$ cat config.mk
export PLATFORM = sky130hd
export DESIGN_NAME = positional_list_table
export DESIGN_NICKNAME = d
export VERILOG_FILES = /design/src/hw/rtl/plt_pkg.sv /design/src/hw/rtl/plt_ram.sv /design/src/hw/rtl/positional_list_table.sv
export SDC_FILE = /design/constraint.sdc
export NUM_CORES = 2
export LEC_CHECK = 0
export ABC_CLOCK_PERIOD_IN_PS = 20500
export BUFFER_PORTS_ARGS = -buffer_cell sky130_fd_sc_hd__buf_2
export CAP_MARGIN = 20
export CORE_ASPECT_RATIO = 1.4
export CORE_MARGIN = 4
export CORE_UTILIZATION = 55
export DETAILED_ROUTE_END_ITERATION = 16
export MAX_ROUTING_LAYER = met4
export PLACE_DENSITY = 0.7
export SKIP_LAST_GASP = 1
export SYNTH_ARGS = -nofsm -noshare
export SYNTH_HDL_FRONTEND = slang
export SYNTH_SLANG_ARGS = --single-unit
$ cat constraint.sdc
create_clock -name i_clk -period 20.5 [get_ports i_clk]
set_clock_uncertainty 0.1 [all_clocks]
set_input_delay 1.025 -clock i_clk [delete_from_list [all_inputs] [get_ports i_clk]]
set_output_delay 1.025 -clock i_clk [all_outputs]
set_load 0.01 [all_outputs]
$ cat src/hw/rtl/plt_pkg.sv
// ============================================================================
// plt_pkg: shared types and constants for the positional list table
// Request and response item structs, request codes and status codes.
// ============================================================================
package plt_pkg;

    // Field widths
    localparam int IDX_W  = 5;
    localparam int KEY_W  = 64;
    localparam int REQ_W  = 3;
    localparam int STS_W  = 2;

    // Default list capacity
    localparam int PLT_DEPTH_DEF = 16;

    // Request codes (6 and 7 are unused and answered with bad index)
    typedef enum logic [REQ_W-1:0] {
        REQ_INSERT   = 3'd0,
        REQ_DELETE   = 3'd1,
        REQ_LOCATE   = 3'd2,
        REQ_RETRIEVE = 3'd3,
        REQ_STEP     = 3'd4,
        REQ_CLEAR    = 3'd5
    } t_req_code;

    // Status codes
    typedef enum logic [STS_W-1:0] {
        ST_OK        = 2'd0,
        ST_BAD_INDEX = 2'd1,
        ST_FULL      = 2'd2
    } t_status;

    // Request item
    typedef struct packed {
        logic [REQ_W-1:0] req_type;
        logic             backward;
        logic [IDX_W-1:0] index;
        logic [KEY_W-1:0] name_key;
        logic [KEY_W-1:0] address_key;
    } t_req;

    // Response item
    typedef struct packed {
        logic [STS_W-1:0] status;
        logic             found;
        logic [IDX_W-1:0] result_index;
        logic [KEY_W-1:0] result_name;
        logic [KEY_W-1:0] result_address;
        logic [IDX_W-1:0] entry_total;
    } t_rsp;

endpackage

$ cat src/hw/rtl/plt_ram.sv
// ============================================================================
// plt_ram: generic single-port-write, single-port-read RAM
// One write and one registered read per cycle. Contents undefined at reset.
// ============================================================================
module plt_ram #(
    parameter int WIDTH = 128,
    parameter int DEPTH = 16
) (
    input  logic                     i_clk,
    input  logic                     i_we,
    input  logic [$clog2(DEPTH)-1:0] i_waddr,
    input  logic [WIDTH-1:0]         i_wdata,
    input  logic [$clog2(DEPTH)-1:0] i_raddr,
    output logic [WIDTH-1:0]         o_rdata
);

    logic [WIDTH-1:0] r_mem [DEPTH];
    logic [WIDTH-1:0] r_rdata;

    // Write port and registered read port
    always_ff @(posedge i_clk) begin
        if (i_we) begin
            r_mem[i_waddr] <= i_wdata;
        end
        r_rdata <= r_mem[i_raddr];
    end

    assign o_rdata = r_rdata;

endmodule

$ cat src/hw/rtl/positional_list_table.sv
// ============================================================================
// positional_list_table: ordered list of name/address entries
// Insert, delete, locate, retrieve, next/previous and clear on a list held
// in one RAM, with a small sequencer moving or scanning one entry at a time.
// ============================================================================
//
//  channel   | handshake              | payload
//  ----------+------------------------+-----------------------------
//  request   | start in, busy out     | i_req  (plt_pkg::t_req)
//  response  | o_done out (1 cycle)   | o_rsp  (plt_pkg::t_rsp)
//
//  Every RAM move or compare is a read, then a write or compare,
//  set by the single registered read port of the entry RAM.
//  Insert shifts each later entry up, then writes the new one; delete
//  shifts each later entry down; locate scans entries from the head;
//  retrieve reads one entry. Next, previous, clear and rejected requests
//  are answered straight from idle.
//  busy is high while a request is in the sequencer; o_done pulses for one
//  cycle with the response and cannot be held off.
//  Reset empties the list; the RAM needs no clearing.
//
module positional_list_table #(
    parameter int DEPTH = plt_pkg::PLT_DEPTH_DEF
) (
    input  logic          i_clk,
    input  logic          i_rst_n,
    input  logic          start,
    output logic          busy,
    input  plt_pkg::t_req i_req,
    output logic          o_done,
    output plt_pkg::t_rsp o_rsp
);
    import plt_pkg::*;

    localparam int AW   = $clog2(DEPTH);
    localparam int CW   = $clog2(DEPTH + 1);
    localparam int CW1  = CW + 1;
    localparam int CMPW = (CW > IDX_W) ? CW : IDX_W;
    localparam int WW   = 2 * KEY_W;

    typedef enum logic [3:0] {
        S_IDLE,
        S_INS_RD,
        S_INS_WR,
        S_INS_PUT,
        S_DEL_RD,
        S_DEL_WR,
        S_LOC_RD,
        S_LOC_CMP,
        S_RET_RD,
        S_RET_OUT
    } t_state;

    t_state           r_state;
    logic [CW-1:0]    r_cnt;
    logic [CW-1:0]    r_ptr;
    logic [CW-1:0]    r_idx;
    logic [KEY_W-1:0] r_name;
    logic [KEY_W-1:0] r_addr;
    logic             r_done;
    t_rsp             r_rsp;

    logic             w_we;
    logic [AW-1:0]    w_waddr;
    logic [WW-1:0]    w_wdata;
    logic [AW-1:0]    w_raddr;
    logic [WW-1:0]    w_rdata;
    logic [CMPW-1:0]  w_idx;
    logic [CMPW-1:0]  w_cnt;
    logic             w_match;

    // Narrow an internal index or count to the port field width
    function automatic logic [IDX_W-1:0] f_fld(input logic [CMPW-1:0] v);
        return v[IDX_W-1:0];
    endfunction

    // Build one response item
    function automatic t_rsp f_rsp(input t_status          st,
                                   input logic             fnd,
                                   input logic [IDX_W-1:0] ridx,
                                   input logic [KEY_W-1:0] nm,
                                   input logic [KEY_W-1:0] ad,
                                   input logic [IDX_W-1:0] tot);
        t_rsp rsp;
        rsp.status         = st;
        rsp.found          = fnd;
        rsp.result_index   = ridx;
        rsp.result_name    = nm;
        rsp.result_address = ad;
        rsp.entry_total    = tot;
        return rsp;
    endfunction

    // Entry store: {name, address} per entry
    plt_ram #(
        .WIDTH (WW),
        .DEPTH (DEPTH)
    ) u_ram (
        .i_clk   (i_clk),
        .i_we    (w_we),
        .i_waddr (w_waddr),
        .i_wdata (w_wdata),
        .i_raddr (w_raddr),
        .o_rdata (w_rdata)
    );

    // RAM port control from the sequencer state
    always_comb begin
        w_we    = (r_state == S_INS_WR) || (r_state == S_DEL_WR) || (r_state == S_INS_PUT);
        w_waddr = AW'(r_ptr);
        w_wdata = (r_state == S_INS_PUT) ? {r_name, r_addr} : w_rdata;
        unique case (r_state)
            S_INS_RD: w_raddr = AW'(r_ptr - CW'(1));
            S_DEL_RD: w_raddr = AW'(r_ptr + CW'(1));
            default:  w_raddr = AW'(r_ptr);
        endcase
    end

    // Compare unit for locate: a match on name or on address
    assign w_match = (w_rdata[WW-1:KEY_W] == r_name) || (w_rdata[KEY_W-1:0] == r_addr);

    assign w_idx = CMPW'(i_req.index);
    assign w_cnt = CMPW'(r_cnt);

    // Sequencer, list count and registered response
    always_ff @(posedge i_clk) begin
        if (!i_rst_n) begin
            r_state <= S_IDLE;
            r_cnt   <= '0;
            r_done  <= 1'b0;
        end else begin
            r_done <= 1'b0;
            unique case (r_state)
                S_IDLE: begin
                    if (start) begin
                        r_name <= i_req.name_key;
                        r_addr <= i_req.address_key;
                        r_idx  <= CW'(w_idx);
                        unique case (t_req_code'(i_req.req_type))
                            REQ_INSERT: begin
                                if (w_idx > w_cnt) begin
                                    r_done <= 1'b1;
                                    r_rsp  <= f_rsp(ST_BAD_INDEX, 1'b0, '0, '0, '0,
                                                    f_fld(w_cnt));
                                end else if (w_cnt == CMPW'(DEPTH)) begin
                                    r_done <= 1'b1;
                                    r_rsp  <= f_rsp(ST_FULL, 1'b0, '0, '0, '0,
                                                    f_fld(w_cnt));
                                end else begin
                                    r_ptr   <= r_cnt;
                                    r_state <= (w_cnt > w_idx) ? S_INS_RD : S_INS_PUT;
                                end
                            end
                            REQ_DELETE: begin
                                if (w_idx >= w_cnt) begin
                                    r_done <= 1'b1;
                                    r_rsp  <= f_rsp(ST_BAD_INDEX, 1'b0, i_req.index, '0, '0,
                                                    f_fld(w_cnt));
                                end else if (w_idx + CMPW'(1) < w_cnt) begin
                                    r_ptr   <= CW'(w_idx);
                                    r_state <= S_DEL_RD;
                                end else begin
                                    // last entry: nothing to move
                                    r_cnt  <= r_cnt - CW'(1);
                                    r_done <= 1'b1;
                                    r_rsp  <= f_rsp(ST_OK, 1'b0, i_req.index, '0, '0,
                                                    f_fld(w_cnt - CMPW'(1)));
                                end
                            end
                            REQ_LOCATE: begin
                                r_ptr <= '0;
                                if (r_cnt == '0) begin
                                    r_done <= 1'b1;
                                    r_rsp  <= f_rsp(ST_OK, 1'b0, '0, '0, '0, '0);
                                end else begin
                                    r_state <= S_LOC_RD;
                                end
                            end
                            REQ_RETRIEVE: begin
                                if (w_idx >= w_cnt) begin
                                    r_done <= 1'b1;
                                    r_rsp  <= f_rsp(ST_BAD_INDEX, 1'b0, '0, '0, '0,
                                                    f_fld(w_cnt));
                                end else begin
                                    r_ptr   <= CW'(w_idx);
                                    r_state <= S_RET_RD;
                                end
                            end
                            REQ_STEP: begin
                                r_done <= 1'b1;
                                if ((w_idx >= w_cnt) || (i_req.backward && w_idx == '0)) begin
                                    r_rsp <= f_rsp(ST_BAD_INDEX, 1'b0, '0, '0, '0,
                                                   f_fld(w_cnt));
                                end else if (i_req.backward) begin
                                    r_rsp <= f_rsp(ST_OK, 1'b0, i_req.index - IDX_W'(1),
                                                   '0, '0, f_fld(w_cnt));
                                end else begin
                                    r_rsp <= f_rsp(ST_OK, 1'b0, i_req.index + IDX_W'(1),
                                                   '0, '0, f_fld(w_cnt));
                                end
                            end
                            REQ_CLEAR: begin
                                r_cnt  <= '0;
                                r_done <= 1'b1;
                                r_rsp  <= f_rsp(ST_OK, 1'b0, '0, '0, '0, '0);
                            end
                            default: begin
                                r_done <= 1'b1;
                                r_rsp  <= f_rsp(ST_BAD_INDEX, 1'b0, '0, '0, '0,
                                                f_fld(w_cnt));
                            end
                        endcase
                    end
                end

                // Insert: move entry ptr-1 up to ptr, down to the insert point
                S_INS_RD: begin
                    r_state <= S_INS_WR;
                end
                S_INS_WR: begin
                    r_ptr   <= r_ptr - CW'(1);
                    r_state <= ((r_ptr - CW'(1)) > r_idx) ? S_INS_RD : S_INS_PUT;
                end
                S_INS_PUT: begin
                    r_cnt   <= r_cnt + CW'(1);
                    r_done  <= 1'b1;
                    r_rsp   <= f_rsp(ST_OK, 1'b0, f_fld(CMPW'(r_idx)), '0, '0,
                                     f_fld(CMPW'(r_cnt + CW'(1))));
                    r_state <= S_IDLE;
                end

                // Delete: move entry ptr+1 down to ptr, up to the list end
                S_DEL_RD: begin
                    r_state <= S_DEL_WR;
                end
                S_DEL_WR: begin
                    r_ptr <= r_ptr + CW'(1);
                    if (CW1'(r_ptr) + CW1'(2) < CW1'(r_cnt)) begin
                        r_state <= S_DEL_RD;
                    end else begin
                        r_cnt   <= r_cnt - CW'(1);
                        r_done  <= 1'b1;
                        r_rsp   <= f_rsp(ST_OK, 1'b0, f_fld(CMPW'(r_idx)), '0, '0,
                                         f_fld(CMPW'(r_cnt - CW'(1))));
                        r_state <= S_IDLE;
                    end
                end

                // Locate: scan from the head, first match wins
                S_LOC_RD: begin
                    r_state <= S_LOC_CMP;
                end
                S_LOC_CMP: begin
                    if (w_match) begin
                        r_done  <= 1'b1;
                        r_rsp   <= f_rsp(ST_OK, 1'b1, f_fld(CMPW'(r_ptr)), '0, '0,
                                         f_fld(w_cnt));
                        r_state <= S_IDLE;
                    end else if (CW1'(r_ptr) + CW1'(1) == CW1'(r_cnt)) begin
                        r_done  <= 1'b1;
                        r_rsp   <= f_rsp(ST_OK, 1'b0, f_fld(w_cnt), '0, '0, f_fld(w_cnt));
                        r_state <= S_IDLE;
                    end else begin
                        r_ptr   <= r_ptr + CW'(1);
                        r_state <= S_LOC_RD;
                    end
                end

                // Retrieve: one read
                S_RET_RD: begin
                    r_state <= S_RET_OUT;
                end
                S_RET_OUT: begin
                    r_done  <= 1'b1;
                    r_rsp   <= f_rsp(ST_OK, 1'b0, f_fld(CMPW'(r_ptr)),
                                     w_rdata[WW-1:KEY_W], w_rdata[KEY_W-1:0], f_fld(w_cnt));
                    r_state <= S_IDLE;
                end

                default: begin
                    r_state <= S_IDLE;
                end
            endcase
        end
    end

    assign busy   = (r_state != S_IDLE);
    assign o_done = r_done;
    assign o_rsp  = r_rsp;

endmodule

==> impl_metrics.toml <==
[outcome]
status = "completed"

[yosys]
synth_area_per_cell_um2 = 15.4
ys_top_cells_by_area = "edfxtp_1 73%, nand2_1 5.6%, mux4_2 5.5%"
yosysTopAreaCellShare_pct = 73.1
synth_area_um2 = 95600
yosysSeqAreaShare_pct = 76.0
synth_flop_cell = "edfxtp_1"
synth.distinct_cells = 77
synthArstFlopShare_pct = 0
yosysWarnings = 0
synth_edf_count = 2327
yosysTopAreaCell = "edfxtp_1"
netlist_instances = 6219
synth_fp_nets = 6391
ys_seq_elements = 2465

[worst_setup_path]
critPathKind = "reg2reg"
cpPeakStageDelay_ps = 810
cp_cell_sequence = "inv_1, ha_1, nor3b_1, o21ai_1, nand2_4, buf_4, buf_12, mux4_2, o22ai_1, nor3_1"
cp_top_family = "simple AND/OR/NAND/NOR gates"
critPathRequiredTime_ps = 21060
cp_num_buf_inv = 3
worst-path-max-fanout = 163
critPathLaunchType = "flop"
crit_slowest_cell = "edfxtp_1"
setup.worst_path.end_class = "flop"
arrival_ps = 6610

[drt]
num_vias = 56500
drc_errors = 0
routedWlPerCell_um = 28.7
routed_via_density = 6.33
postRouteAntennaNets = 0
first_iter_violations = 7892
firstDrtPassIters = 6
drt_wl_total_mm = 257

[pwr]
p_sw_share_pct = 27.9
max-vdd-ir-drop_uv = 122
leakage_nw = 36.0
p_clk_share_pct = 32.7
power_frac_comb_pct = 16.0
power.switching_mw = 3.55
p_int_mw = 9.17
pwr-share-seq_pct = 51.3
p_per_area_nw_per_um2 = 119

[clock_network]
clock_latency_ps = 880
hold_buffers = 0
numCtsBuffers = 218
cts.sinks = 2465
htree_levels = 4
cts_resized = 0
clock-root-buffer = "clkbuf_16"
cts_tree = "built"
clk_path_buf_depth = 3
cts_post_setup_buffers_inserted = 0
clk_pin_slew_worst_paths_ps = 70

[timing]
slew_violations = 0
slew_headroom_pct = 22.7
worst_slew_pin_slew_ps = 1160
layout_setup_ws_ps = 14450
setup_viol = 0
period_needed_ps = 6050
fin_crit_sh_pct = 29.5
fmax_ghz = 0.165
hold_viol_final = 0
setup_tns_ps = 0
rsz0062_at_grt = "no"

[job]
drv_cap = 0

[cells_and_area]
area_growth_pct = 11.7
fin_nets = 6633
final_layout_size_suffix_gt1_share_pct = 15.2
fillCellCount = 12200

[floorplanning]
core_area_um2 = 172000
fp.dieArea_um2 = 181000
die_x_um = 360
initial_core_util_pct = 55.5
die_h_um = 501
row_count = 180
io_pins = 283

[grt]
grt_max_degree = 164
overflow = 0
grt_antenna_before_repair = 10
grt_pass1_wl_mm = 375
grt_use_total_pct = 29.1
grt_pass1_vias = 55300

[placement]
globalplace.congestion = 0.872
port_buffers = 282
dp_slack_ps = 14500
hpwl_mm = 135

[min_path]
worst_hold_path_type = "in2reg"
synth_stat cells (all sizes together), types with 4 or more instances:
library cell / instances
clkbuf: 210
and2: 134
edfxtp: 2327
nand4: 36
buf: 148
nand2: 1432
a21oi: 280
nor3: 131
nor4: 12
a221oi: 6
o22ai: 122
xor2: 6
nor2b: 9
o21ai: 42
xnor2: 146
and3: 36
a311o: 11
o32a: 11
mux2: 12
dfxtp: 138
a211oi: 36
nand3: 484
ha: 32
nor2: 40
o21a: 6
nor3b: 5
inv: 24
mux2i: 34
nand3b: 6
a22oi: 7
a31oi: 8
a222oi: 4
mux4: 235
logic make-up (layout without fill, tap and decap cells):
group                    Yosys count  after routing  synth area share, %
flip-flops                      2465           2465                 76.0
AND/OR/NAND/NOR                 2343           2343                 10.8
AO/OA/AOI/OAI                    562            562                 3.55
buffers and inverters            384            816                 1.82
multiplexers                     281            281                 6.03
XOR/XNOR                         152            152                 1.42
adder cells (fa/ha/maj)           32             32                0.419
other                              0              2                    0
state kept, by name, summed over array words and instances (netlist names):
register,cells
u_ram.r_mem,2048
o_rsp,141
u_ram.o_rdata,128
r_addr,64
r_name,64
r_cnt,5
r_idx,5
r_ptr,5
r_state,4
o_done,1
metal layers:
metal	vias up	wire length [um]	global-route usage, %
met5	-	0	-
met4	0	8180	9.30
met3	493	29100	5.26
met2	3529	122000	44.8
met1	28600	97200	40.0
li1	23800	-	-
final cells by class:
type	count	area (um2)	share of cell area [%]
tap	2275	2850	2.67
clock inverter	119	1350	1.26
sequential	2465	72600	68.1
inverter	26	97.6	0.0914
antenna	2	5.00	0.00469
timing repair buffer	380	2360	2.22
clock buffer	291	6010	5.63
multi-input combinational	3370	21400	20.1
power by group through the flow:
stage | sequential, mW | clock [mW] | combinational, mW
final | 6.53 | 4.16 | 2.03
after global placement | 6.62 | 0 | 1.95
after CTS | 6.52 | 4.20 | 2.02
after detailed placement | 6.62 | 0 | 2.01
after floorplan | 6.50 | 0 | 1.33
after global routing | 6.54 | 4.42 | 2.20
metrics by stage:
step                cell area [um2]  utilization [%]  hold slack (ps)  total power, mW  instances
floorplan                     95600                -              448             7.84       6219
global placement              99200             57.6              474             8.57       8511
detailed placement            99300             57.6              478             8.63       8513
CTS                          107000             61.9              153             12.7       8923
global route                 107000             61.9              183             13.2       8928
finish                       107000             61.9              219             12.7       8928
worst paths after layout:
| check | start | endpoint | slack, ps | depth (start not counted) |
|---|---|---|---|---|
| setup / recovery | r_ptr[0] | u_ram.o_rdata[59] | 14450 | 10 |
| hold / removal | i_req[35] | r_addr[35] | 220 | 1 |
| setup reg to reg | r_ptr[0] | u_ram.o_rdata[59] | 14450 | 10 |
| hold reg to reg | u_ram.o_rdata[121] | o_rsp[126] | 500 | 1 |
cell usage in the layout (no fill, tap or decap), drive strengths merged, types with 11 or more instances in the layout:
cell,synthesis,final
o21ai,42,42
dfxtp,138,138
nand3,484,484
mux2,12,12
ha,32,32
mux2i,34,34
bufinv,0,19
o22ai,122,122
inv,24,26
nand4,36,36
nand2,1432,1432
a211oi,36,36
and3,36,36
a21oi,280,280
edfxtp,2327,2327
buf,148,380
xnor2,146,146
nor4,12,12
nor3,131,131
mux4,235,235
a311o,11,11
nor2,40,40
o32a,11,11
clkbuf,210,291
and2,134,134
clkinv,2,92
(Power assumes the default switching activity.)
